File: config.mk
export PLATFORM = sky130hd
export DESIGN_NAME = htg_unit
export DESIGN_NICKNAME = d
export VERILOG_FILES = /design/src/hdl/htg_pkg.sv /design/src/hdl/htg_unit.sv
export SDC_FILE = /design/constraint.sdc
export NUM_CORES = 2
export LEC_CHECK = 0
export BUFFER_PORTS_ARGS = -buffer_cell sky130_fd_sc_hd__buf_2
export CAP_MARGIN = 0
export CORE_ASPECT_RATIO = 0.75
export CORE_UTILIZATION = 42
export CTS_CLUSTER_SIZE = 8
export DETAILED_ROUTE_END_ITERATION = 6
export SLEW_MARGIN = 20
export SYNTH_ARGS = -nofsm -noshare
export SYNTH_HDL_FRONTEND = slang
export SYNTH_SLANG_ARGS = --single-unit
File: constraint.sdc
create_clock -name i_clk -period 12.7 [get_ports i_clk]
set_input_delay 0 -clock i_clk [delete_from_list [all_inputs] [get_ports i_clk]]
set_output_delay 0 -clock i_clk [all_outputs]
set_load 0.1 [all_outputs]
File: src/hdl/htg_pkg.sv
package htg_pkg;

    localparam int DEF_VALUE_WIDTH      = 48;
    localparam int DEF_STEP_COUNT_WIDTH = 16;

    localparam int FRAC_BITS  = 32;   // state fraction bits
    localparam int SHOCK_FRAC = 16;   // shock fraction bits
    localparam int SHOCK_W    = 20;

    localparam int WIDE_W    = 128;   // intermediate magnitudes and signed sums
    localparam int OPB_W     = 64;    // multiplier / divisor operand
    localparam int PROD_W    = WIDE_W + OPB_W;
    localparam int ROOT_W    = 48;
    localparam int CLAMP_BIT = 124;   // intermediates clamp to 2^124-1

    localparam int CNT_W      = 8;
    localparam int MUL_STEPS  = OPB_W;
    localparam int DIV_STEPS  = WIDE_W;
    localparam int SQRT_STEPS = ROOT_W;

    localparam int APB_ADDR_W  = 6;
    localparam int APB_DATA_W  = 64;
    localparam int REG_SEL_LSB = 3;

    localparam logic [WIDE_W-1:0] CLAMP_MAX =
        {{(WIDE_W-CLAMP_BIT){1'b0}}, {CLAMP_BIT{1'b1}}};

    typedef enum logic [1:0] {
        OP_MUL,
        OP_DIV,
        OP_SQRT
    } t_op;

    typedef enum logic [2:0] {
        REG_HALF_KAPPA_DT,
        REG_LONG_RUN_VARIANCE,
        REG_HALF_VOLVOL_SQRT_DT,
        REG_RATE_DT,
        REG_SQRT_DT,
        REG_INITIAL_SPOT,
        REG_INITIAL_VARIANCE,
        REG_STEPS_PER_PATH
    } t_reg_idx;

    typedef enum logic [3:0] {
        ST_IDLE,
        ST_SQRT,
        ST_MULK,
        ST_DIV,
        ST_MULV,
        ST_VSEL,
        ST_MULG,
        ST_MULR,
        ST_MULS,
        ST_MULZ,
        ST_MULP,
        ST_FIN
    } t_state;

    typedef struct packed {
        logic              start;
        t_op               op;
        logic [WIDE_W-1:0] a;
        logic [OPB_W-1:0]  b;
    } t_unit_cmd;

    typedef struct packed {
        logic              busy;
        logic              done;
        logic [PROD_W-1:0] result;
    } t_unit_sts;

    function automatic logic [WIDE_W-1:0] clamp_mag(input logic [PROD_W-1:0] x);
        return (x[PROD_W-1:CLAMP_BIT] != '0) ? CLAMP_MAX : x[WIDE_W-1:0];
    endfunction

    function automatic logic [WIDE_W-1:0] apply_sign(input logic [WIDE_W-1:0] mag,
                                                     input logic neg);
        return neg ? (~mag + WIDE_W'(1)) : mag;
    endfunction

endpackage

File: src/hdl/htg_unit.sv
// Shared iterative unit: shift-add multiply (1 bit/cycle), restoring divide
// (1 bit/cycle), digit-by-digit square root (1 root bit/cycle).
module htg_unit (
    input  logic               i_clk,
    input  logic               i_rst_n,
    input  htg_pkg::t_unit_cmd i_cmd,
    output htg_pkg::t_unit_sts o_sts
);

    localparam int WW = htg_pkg::WIDE_W;
    localparam int BW = htg_pkg::OPB_W;
    localparam int PW = htg_pkg::PROD_W;

    logic                     r_busy;
    logic                     r_done;
    logic [htg_pkg::CNT_W-1:0] r_cnt;
    htg_pkg::t_op             r_op;
    logic [PW-1:0]            r_acc;
    logic [WW-1:0]            r_a;
    logic [BW-1:0]            r_b;

    logic [PW-1:0]            n_acc;
    logic [WW-1:0]            n_a;
    logic [BW-1:0]            n_b;
    logic [htg_pkg::CNT_W-1:0] w_steps;

    logic [BW:0]              w_rem_d;
    logic [BW:0]              w_diff_d;
    logic                     w_ge_d;
    logic [BW-1:0]            w_rem_s;
    logic [BW-1:0]            w_trial;
    logic                     w_ge_s;

    always_comb begin
        w_rem_d  = {r_acc[PW-1:WW], r_a[WW-1]};
        w_ge_d   = w_rem_d >= {1'b0, r_b};
        w_diff_d = w_rem_d - {1'b0, r_b};
        w_rem_s  = {r_acc[PW-3:WW], r_a[95:94]};
        w_trial  = {r_acc[BW-3:0], 2'b01};
        w_ge_s   = w_rem_s >= w_trial;

        n_acc = r_acc;
        n_a   = r_a;
        n_b   = r_b;
        case (r_op)
            htg_pkg::OP_MUL: begin
                n_acc = (r_acc << 1) + (r_b[BW-1] ? PW'(r_a) : '0);
                n_b   = r_b << 1;
            end
            htg_pkg::OP_DIV: begin
                n_acc = {(w_ge_d ? w_diff_d[BW-1:0] : w_rem_d[BW-1:0]),
                         r_acc[WW-2:0], w_ge_d};
                n_a   = r_a << 1;
            end
            htg_pkg::OP_SQRT: begin
                n_acc = {(w_ge_s ? (w_rem_s - w_trial) : w_rem_s),
                         {(WW-BW){1'b0}}, r_acc[BW-2:0], w_ge_s};
                n_a   = r_a << 2;
            end
            default: begin
                n_acc = r_acc;
            end
        endcase
    end

    always_comb begin
        case (i_cmd.op)
            htg_pkg::OP_MUL:  w_steps = htg_pkg::CNT_W'(htg_pkg::MUL_STEPS);
            htg_pkg::OP_DIV:  w_steps = htg_pkg::CNT_W'(htg_pkg::DIV_STEPS);
            htg_pkg::OP_SQRT: w_steps = htg_pkg::CNT_W'(htg_pkg::SQRT_STEPS);
            default:          w_steps = htg_pkg::CNT_W'(htg_pkg::MUL_STEPS);
        endcase
    end

    always_ff @(posedge i_clk) begin
        if (!i_rst_n) begin
            r_busy <= 1'b0;
            r_done <= 1'b0;
            r_cnt  <= '0;
        end else begin
            r_done <= 1'b0;
            if (i_cmd.start) begin
                r_busy <= 1'b1;
                r_cnt  <= w_steps;
            end else if (r_busy) begin
                r_cnt <= r_cnt - htg_pkg::CNT_W'(1);
                if (r_cnt == htg_pkg::CNT_W'(1)) begin
                    r_busy <= 1'b0;
                    r_done <= 1'b1;
                end
            end
        end
    end

    always_ff @(posedge i_clk) begin
        if (i_cmd.start) begin
            r_op  <= i_cmd.op;
            r_a   <= i_cmd.a;
            r_b   <= i_cmd.b;
            r_acc <= '0;
        end else if (r_busy) begin
            r_acc <= n_acc;
            r_a   <= n_a;
            r_b   <= n_b;
        end
    end

    assign o_sts.busy   = r_busy;
    assign o_sts.done   = r_done;
    assign o_sts.result = r_acc;

endmodule

* Word level (Yosys, flattened, before mapping)
Cells that the tools add are included.
** Word-level totals
- Flip-flop bits (word level) :: 396
- Input port bits :: 197
** Cells by class
- $lt $le $gt $ge :: 2
- Reductions and logical operators :: 9
- Eq/ne operators :: 5
- Add/sub/neg operators :: 4
- Multiplexer cells :: 17
- Bitwise operators :: 2
** Operators by type and width (number)
- $pmux W192 S3 :: 1
- $mux W128 :: 3
- $mux W64 :: 5
- $pmux W128 S2 :: 1
- $add A192 B128 Y192 :: 1
- $sub A64 B64 Y64 :: 2
- $ge A65 B64 Y1 :: 1
- $ge A64 B64 Y1 :: 1
- $mux W8 :: 2
- $pmux W8 S2 :: 1
- $eq A8 B1 Y1 const B :: 1
- $sub A8 B1 Y8 const B :: 1
- $reduce_and A2 Y1 :: 3
- $reduce_bool A3 Y1 :: 2
- $eq A2 B1 Y1 const B :: 2
- $eq A2 B2 Y1 const B :: 2
- $mux W1 :: 4
- $reduce_bool A2 Y1 :: 2
- $reduce_or A3 Y1 :: 1
- $logic_not A2 Y1 :: 1
- $not A1 Y1 :: 2

* Longest topological paths before layout
- Word-level depth :: 4
- Depth in mapped cells :: 19
- Depth with buffers taken out :: 16

* Least setup slack after synthesis
No wires, ideal clock.
- Kind :: reg-to-reg
- Start point :: reg r_op[0]
- End point :: reg r_a[0], enable pin
- Arrival :: 4360 ps
- Path buffers :: 3
- Data required time :: 12208 ps
- Slack :: 7848 ps
- Stages on the path, launching flop included :: 8
- Period minus slack after synthesis :: 4852 ps
- Library setup time :: 492 ps
- Cell sequence :: edfxtp_1 > inv_1 > ha_1 > clkbuf_1 > clkbuf_1 > clkbuf_1 > o21ai_0 > nand2_1
** Between the ends
- Cells in the longest elaborated chain, start to end :: 3
- Elaborated cells between the ends (all ways) :: 4
- Those cells by class :: eq/ne: 2; reduce/logical: 2
** RTL lines
- start: declaration :: line htg_unit.sv:17 : htg_pkg::t_op r_op;
- start signal: assignment :: line htg_unit.sv:97 : r_op <= i_cmd.op;
- $eq A2 B2 Y1 or $eq A2 B1 Y1 (tied branches) :: line htg_unit.sv:45 : case (r_op)
- $reduce_bool A3 Y1 (no line) *
- $reduce_and A2 Y1 (no line) *
- end signal: assignment :: line htg_unit.sv:98 : r_a <= i_cmd.a;
- end signal: assignment :: line htg_unit.sv:103 : r_a <= n_a;
- end: declaration :: line htg_unit.sv:19 : logic [WW-1:0] r_a;
Mark *: on every way between the ends. The rest lies on a longest branch, timed or not.
A chain may end at the register's enable or synchronous reset.

* Worst setup path in the final report
- Start point :: reg r_b[63]
- End point :: reg r_acc[182]
** Between the ends
- Cells in the longest elaborated chain, start to end :: 3
- Elaborated cells between the ends (all ways) :: 5
- Those cells by class :: add/sub: 1; order compare: 1; mux: 3
** RTL lines
- start: declaration :: line htg_unit.sv:20 : logic [BW-1:0] r_b;
- start signal: assignment :: line htg_unit.sv:99 : r_b <= i_cmd.b;
- start signal: assignment :: line htg_unit.sv:104 : r_b <= n_b;
- $mux W128 or $ge A65 B64 Y1 (tied branches) :: line htg_unit.sv:47, htg_unit.sv:36
- $add A192 B128 Y192 or $mux W64 (tied branches) :: line htg_unit.sv:47, htg_unit.sv:51
- $pmux W192 S3 * :: line htg_unit.sv:45
- end signal: assignment :: line htg_unit.sv:102 : r_acc <= n_acc;
- end: declaration :: line htg_unit.sv:18 : logic [PW-1:0] r_acc;
Marked as above.

==> impl_metrics.ini <==
[placed_design]
io_buffer_count = 390
gp_congestion = 1.06
dp_hpwl_mm = 117

[setup_path]
crit_required_ns = 13.24
critPathKind = flip-flop to flip-flop
path_cells = buf_4 -> and2_1 -> ha_1 -> o21ai_1 -> o21ai_1 -> o2111ai_1 -> o21a_1 -> nor4_2 -> o31ai_1 -> a2111oi_4 -> o2111ai_1 -> a21oi_1 -> nand4_1 -> xor2_1 -> a221oi_1
cp_slowest_cell = a21oi_1
worstSetupEndpointType = flip-flop
cp_data_arrival_time_ns = 6.62
cp_max_fo = 126
r2r_slack_ns = 6.62
r2r_cells = 15
rr_startpoint = r_b[63]
startpoint_type = flip-flop
r2r_end = r_acc[182]
max_stage_delay_ns = 0.89
crit_family = compound AO/OA/AOI/OAI gates
cp_num_buf_inv = 1

[logic_synthesis]
synth-xor-area-share_pct = 6.69
synthesis.nets = 5524
yosys-mux-area-fraction_pct = 5.51
synth_fa_ha_area_share_pct = 8.59
synth_edf_count = 194
yosysSeqAreaShare_pct = 25.5
synth-simple-area-share_pct = 18.6
syn_area_per_cell_um2 = 7.66
syn_inst = 5062
synth_top_area_share_pct = 15.0
synth-seq-cells = 396
synth_compound_area_share_pct = 29.4
async_flop_share_pct = 0
synth_top_family_by_area = compound AO/OA/AOI/OAI gates
yosys.area.top_type = edfxtp_1
synth_area_um2 = 38800
yosys-top-cells-area = edfxtp_1, dfxtp_1, ha_1, o21ai_0, a21oi_1
yosysWarningCount = 0
post_synth_num_cell_types = 98
synth_flop_cell = dfxtp_1

[timing]
fmax_mhz = 165
tightest_slew_ns = 1.17
rsz0062_at_grt = no
fin_crit_sh_pct = 47.9
slew_headroom_pct = 22.3
setup_viol_count_final = 0
finClkSkew_ns = 0.0258
setup-tns-final_ns = 0
finalHoldViolations = 0
drv_slew = 0
layout_min_cycle_time_ns = 6.08

[flow_run]
maxCapViolCount = 0

[cells_and_area]
nets = 5898
n_antenna_cell = 0
drive_above_1_share_pct = 11.5
final_util_pct = 49.5
synthToLayoutAreaGrowth_pct = 16.6

[clock_network]
cts_tree = yes
clock-sinks = 396
path_clk_slew_ns = 0.06
cts_max_level = 2
cts_root_buffer = clkbuf_16
clock_latency_ns = 0.65
numCtsBuffers = 57
cts_buffer_depth = 3
cts-resized-gates = 0

[global_routing]
grt_pass1_wl_mm = 232
grtUsageMet3_pct = 5.75
grt_overflow_total = 0
grt.busiest_layer = met2
grt.total_usage_pct = 31.4
grt_pass1_vias = 37794
grt_start_max_net_pins = 154
antenna_found_initial = 4
use_met1_pct = 43.9
grtUsageMet2_pct = 49.2

[power_and_ir_drop]
total_power_mw = 5.75
p_leak_nw = 19.1
p_per_area_nw_per_um2 = 127
ir_worst_vdd_mv = 0.125

[floorplanning]
start_util_pct = 42.4
die_h_um = 265
floorplan.rows = 96
core_area_um2 = 91400
io_pins = 391
dieArea_um2 = 93600
die_x_um = 353

[outcome]
violations = design-rule violations
outcome = complete, but fails checks

[route]
firstDrtPassIters = 7
ant_nets = 0
vias = 40622
drc = 5
viasPerCell = 6.06
drt-total-wl_mm = 154
wl_per_cell_um = 23.0
drt_iter0_drc = 4090

[hold_path]
min_path_type = input port to flip-flop
hold_end = r_op[1]
hold_depth = 2
hold_start = i_cmd[193]
worst max-delay path by stage:
stage / end / slack [ns] / cells past startpoint / from
2_1_floorplan: r_a[0] / 7.85 / 7 / r_op[0]
4_1_cts: r_acc[182] / 6.75 / 15 / r_b[63]
3_5_place_dp: r_acc[182] / 6.78 / 15 / r_b[63]
5_1_grt: r_acc[182] / 6.39 / 15 / r_b[63]
6_report: r_acc[182] / 6.62 / 15 / r_b[63]
3_3_place_gp: r_acc[182] / 6.90 / 15 / r_b[63]
stage by stage:
step | setup slack [ns] | cells | hold slack [ns] | cell area, um2
6_report | 6.62 | 6705 | 0.114 | 45200
5_1_grt | 6.39 | 6705 | 0.111 | 45200
4_1_cts | 6.75 | 6705 | 0.0853 | 45200
3_5_place_dp | 6.78 | 6406 | 0.217 | 41600
3_3_place_gp | 6.90 | 6406 | 0.220 | 41600
2_1_floorplan | 7.85 | 5062 | 0.0989 | 38800
cell type report:
class	count	area (um2)
inverters	226	850
clock inverters	4	27.5
repair buffers	666	4550
multi-input cells	4089	26800
well taps	1225	1530
fillers	9107	46200
flip-flops and latches	396	9870
clock buffers	99	1620
registers in the layout, summed over array words and instances (netlist names):
signal / flops
r_acc: 192
r_a: 128
r_b: 64
r_cnt: 8
r_op: 2
r_busy: 1
r_done: 1
synth_stat cells, types with 40 or more instances:
| library cell | count |
|---|---|
| nor3_1 | 76 |
| xor2_1 | 109 |
| and2_1 | 151 |
| a22oi_1 | 40 |
| inv_1 | 226 |
| mux2i_1 | 183 |
| xnor2_1 | 187 |
| dfxtp_1 | 202 |
| o21ai_0 | 524 |
| a221oi_1 | 60 |
| nand3_1 | 74 |
| o21bai_1 | 75 |
| nand4_1 | 129 |
| nor2_1 | 348 |
| ha_1 | 263 |
| a211oi_1 | 108 |
| a31oi_1 | 40 |
| clkbuf_1 | 310 |
| a21o_1 | 149 |
| nand2_1 | 538 |
| and3_1 | 41 |
| edfxtp_1 | 194 |
| a21oi_1 | 489 |
timing repair:
item	in CTS	in global routing
hold buffers	196	0
buffers inserted	0	0
endpoints found under the setup margin	0	0
hold endpoints to repair	247	0
kinds of logic after synthesis:
logic type                 after synthesis
buffers and inverters                  577
AOI/OAI and AO/OA                     1802
muxes                                  210
adders and majority gates              265
and+or+nand+nor                       1516
xor gates and xnor gates               296
DFF                                    396
cell usage in the layout (no fill, tap or decap), types with 23 or more instances in the layout:
master	instances
a221o_1	24
buf_2	389
a22oi_1	39
nor4_1	25
ha_1	261
or3_1	23
clkbuf_1	38
a211oi_1	108
a31oi_1	40
dfxtp_1	202
a221oi_1	60
nor2_1	342
and3_1	41
mux2i_1	183
o21ai_0	524
a21o_1	149
buf_4	78
clkbuf_16	57
mux2_2	27
inv_1	224
nor3_1	76
edfxtp_1	194
o31ai_1	28
o21a_1	37
a21oi_1	488
xor2_1	109
nand4_1	129
o211ai_1	32
o21bai_1	75
and2_1	151
nand3_1	74
dlygate4sd3_1	196
nand2_1	536
xnor2_1	187
power by group:
part / switching [mW] / internal [mW] / total (mW)
Clock: 0.625 / 0.853 / 1.48
Sequential: 0.141 / 1.48 / 1.63
Combinational: 1.79 / 0.855 / 2.64
Total: 2.55 / 3.19 / 5.75
routing by layer:
| layer | vias up | share of wire (%) |
|---|---|---|
| met5 | - | 0.0084 |
| met4 | 2 | 2.9 |
| met3 | 256 | 8.4 |
| met2 | 1658 | 44 |
| met1 | 19328 | 45 |
| li1 | 19378 | - |
worst reg2reg max path: cells and delay by family (launching register included):
family | cells | cell delay [ns]
simple gates | 3 | 1.04
fa+ha+maj | 1 | 0.25
compound gates | 9 | 3.45
flops | 1 | 0.32
buf+inv | 1 | 0.74
xor+xnor | 1 | 0.19
Note: power is estimated with default switching activity, not from simulation.
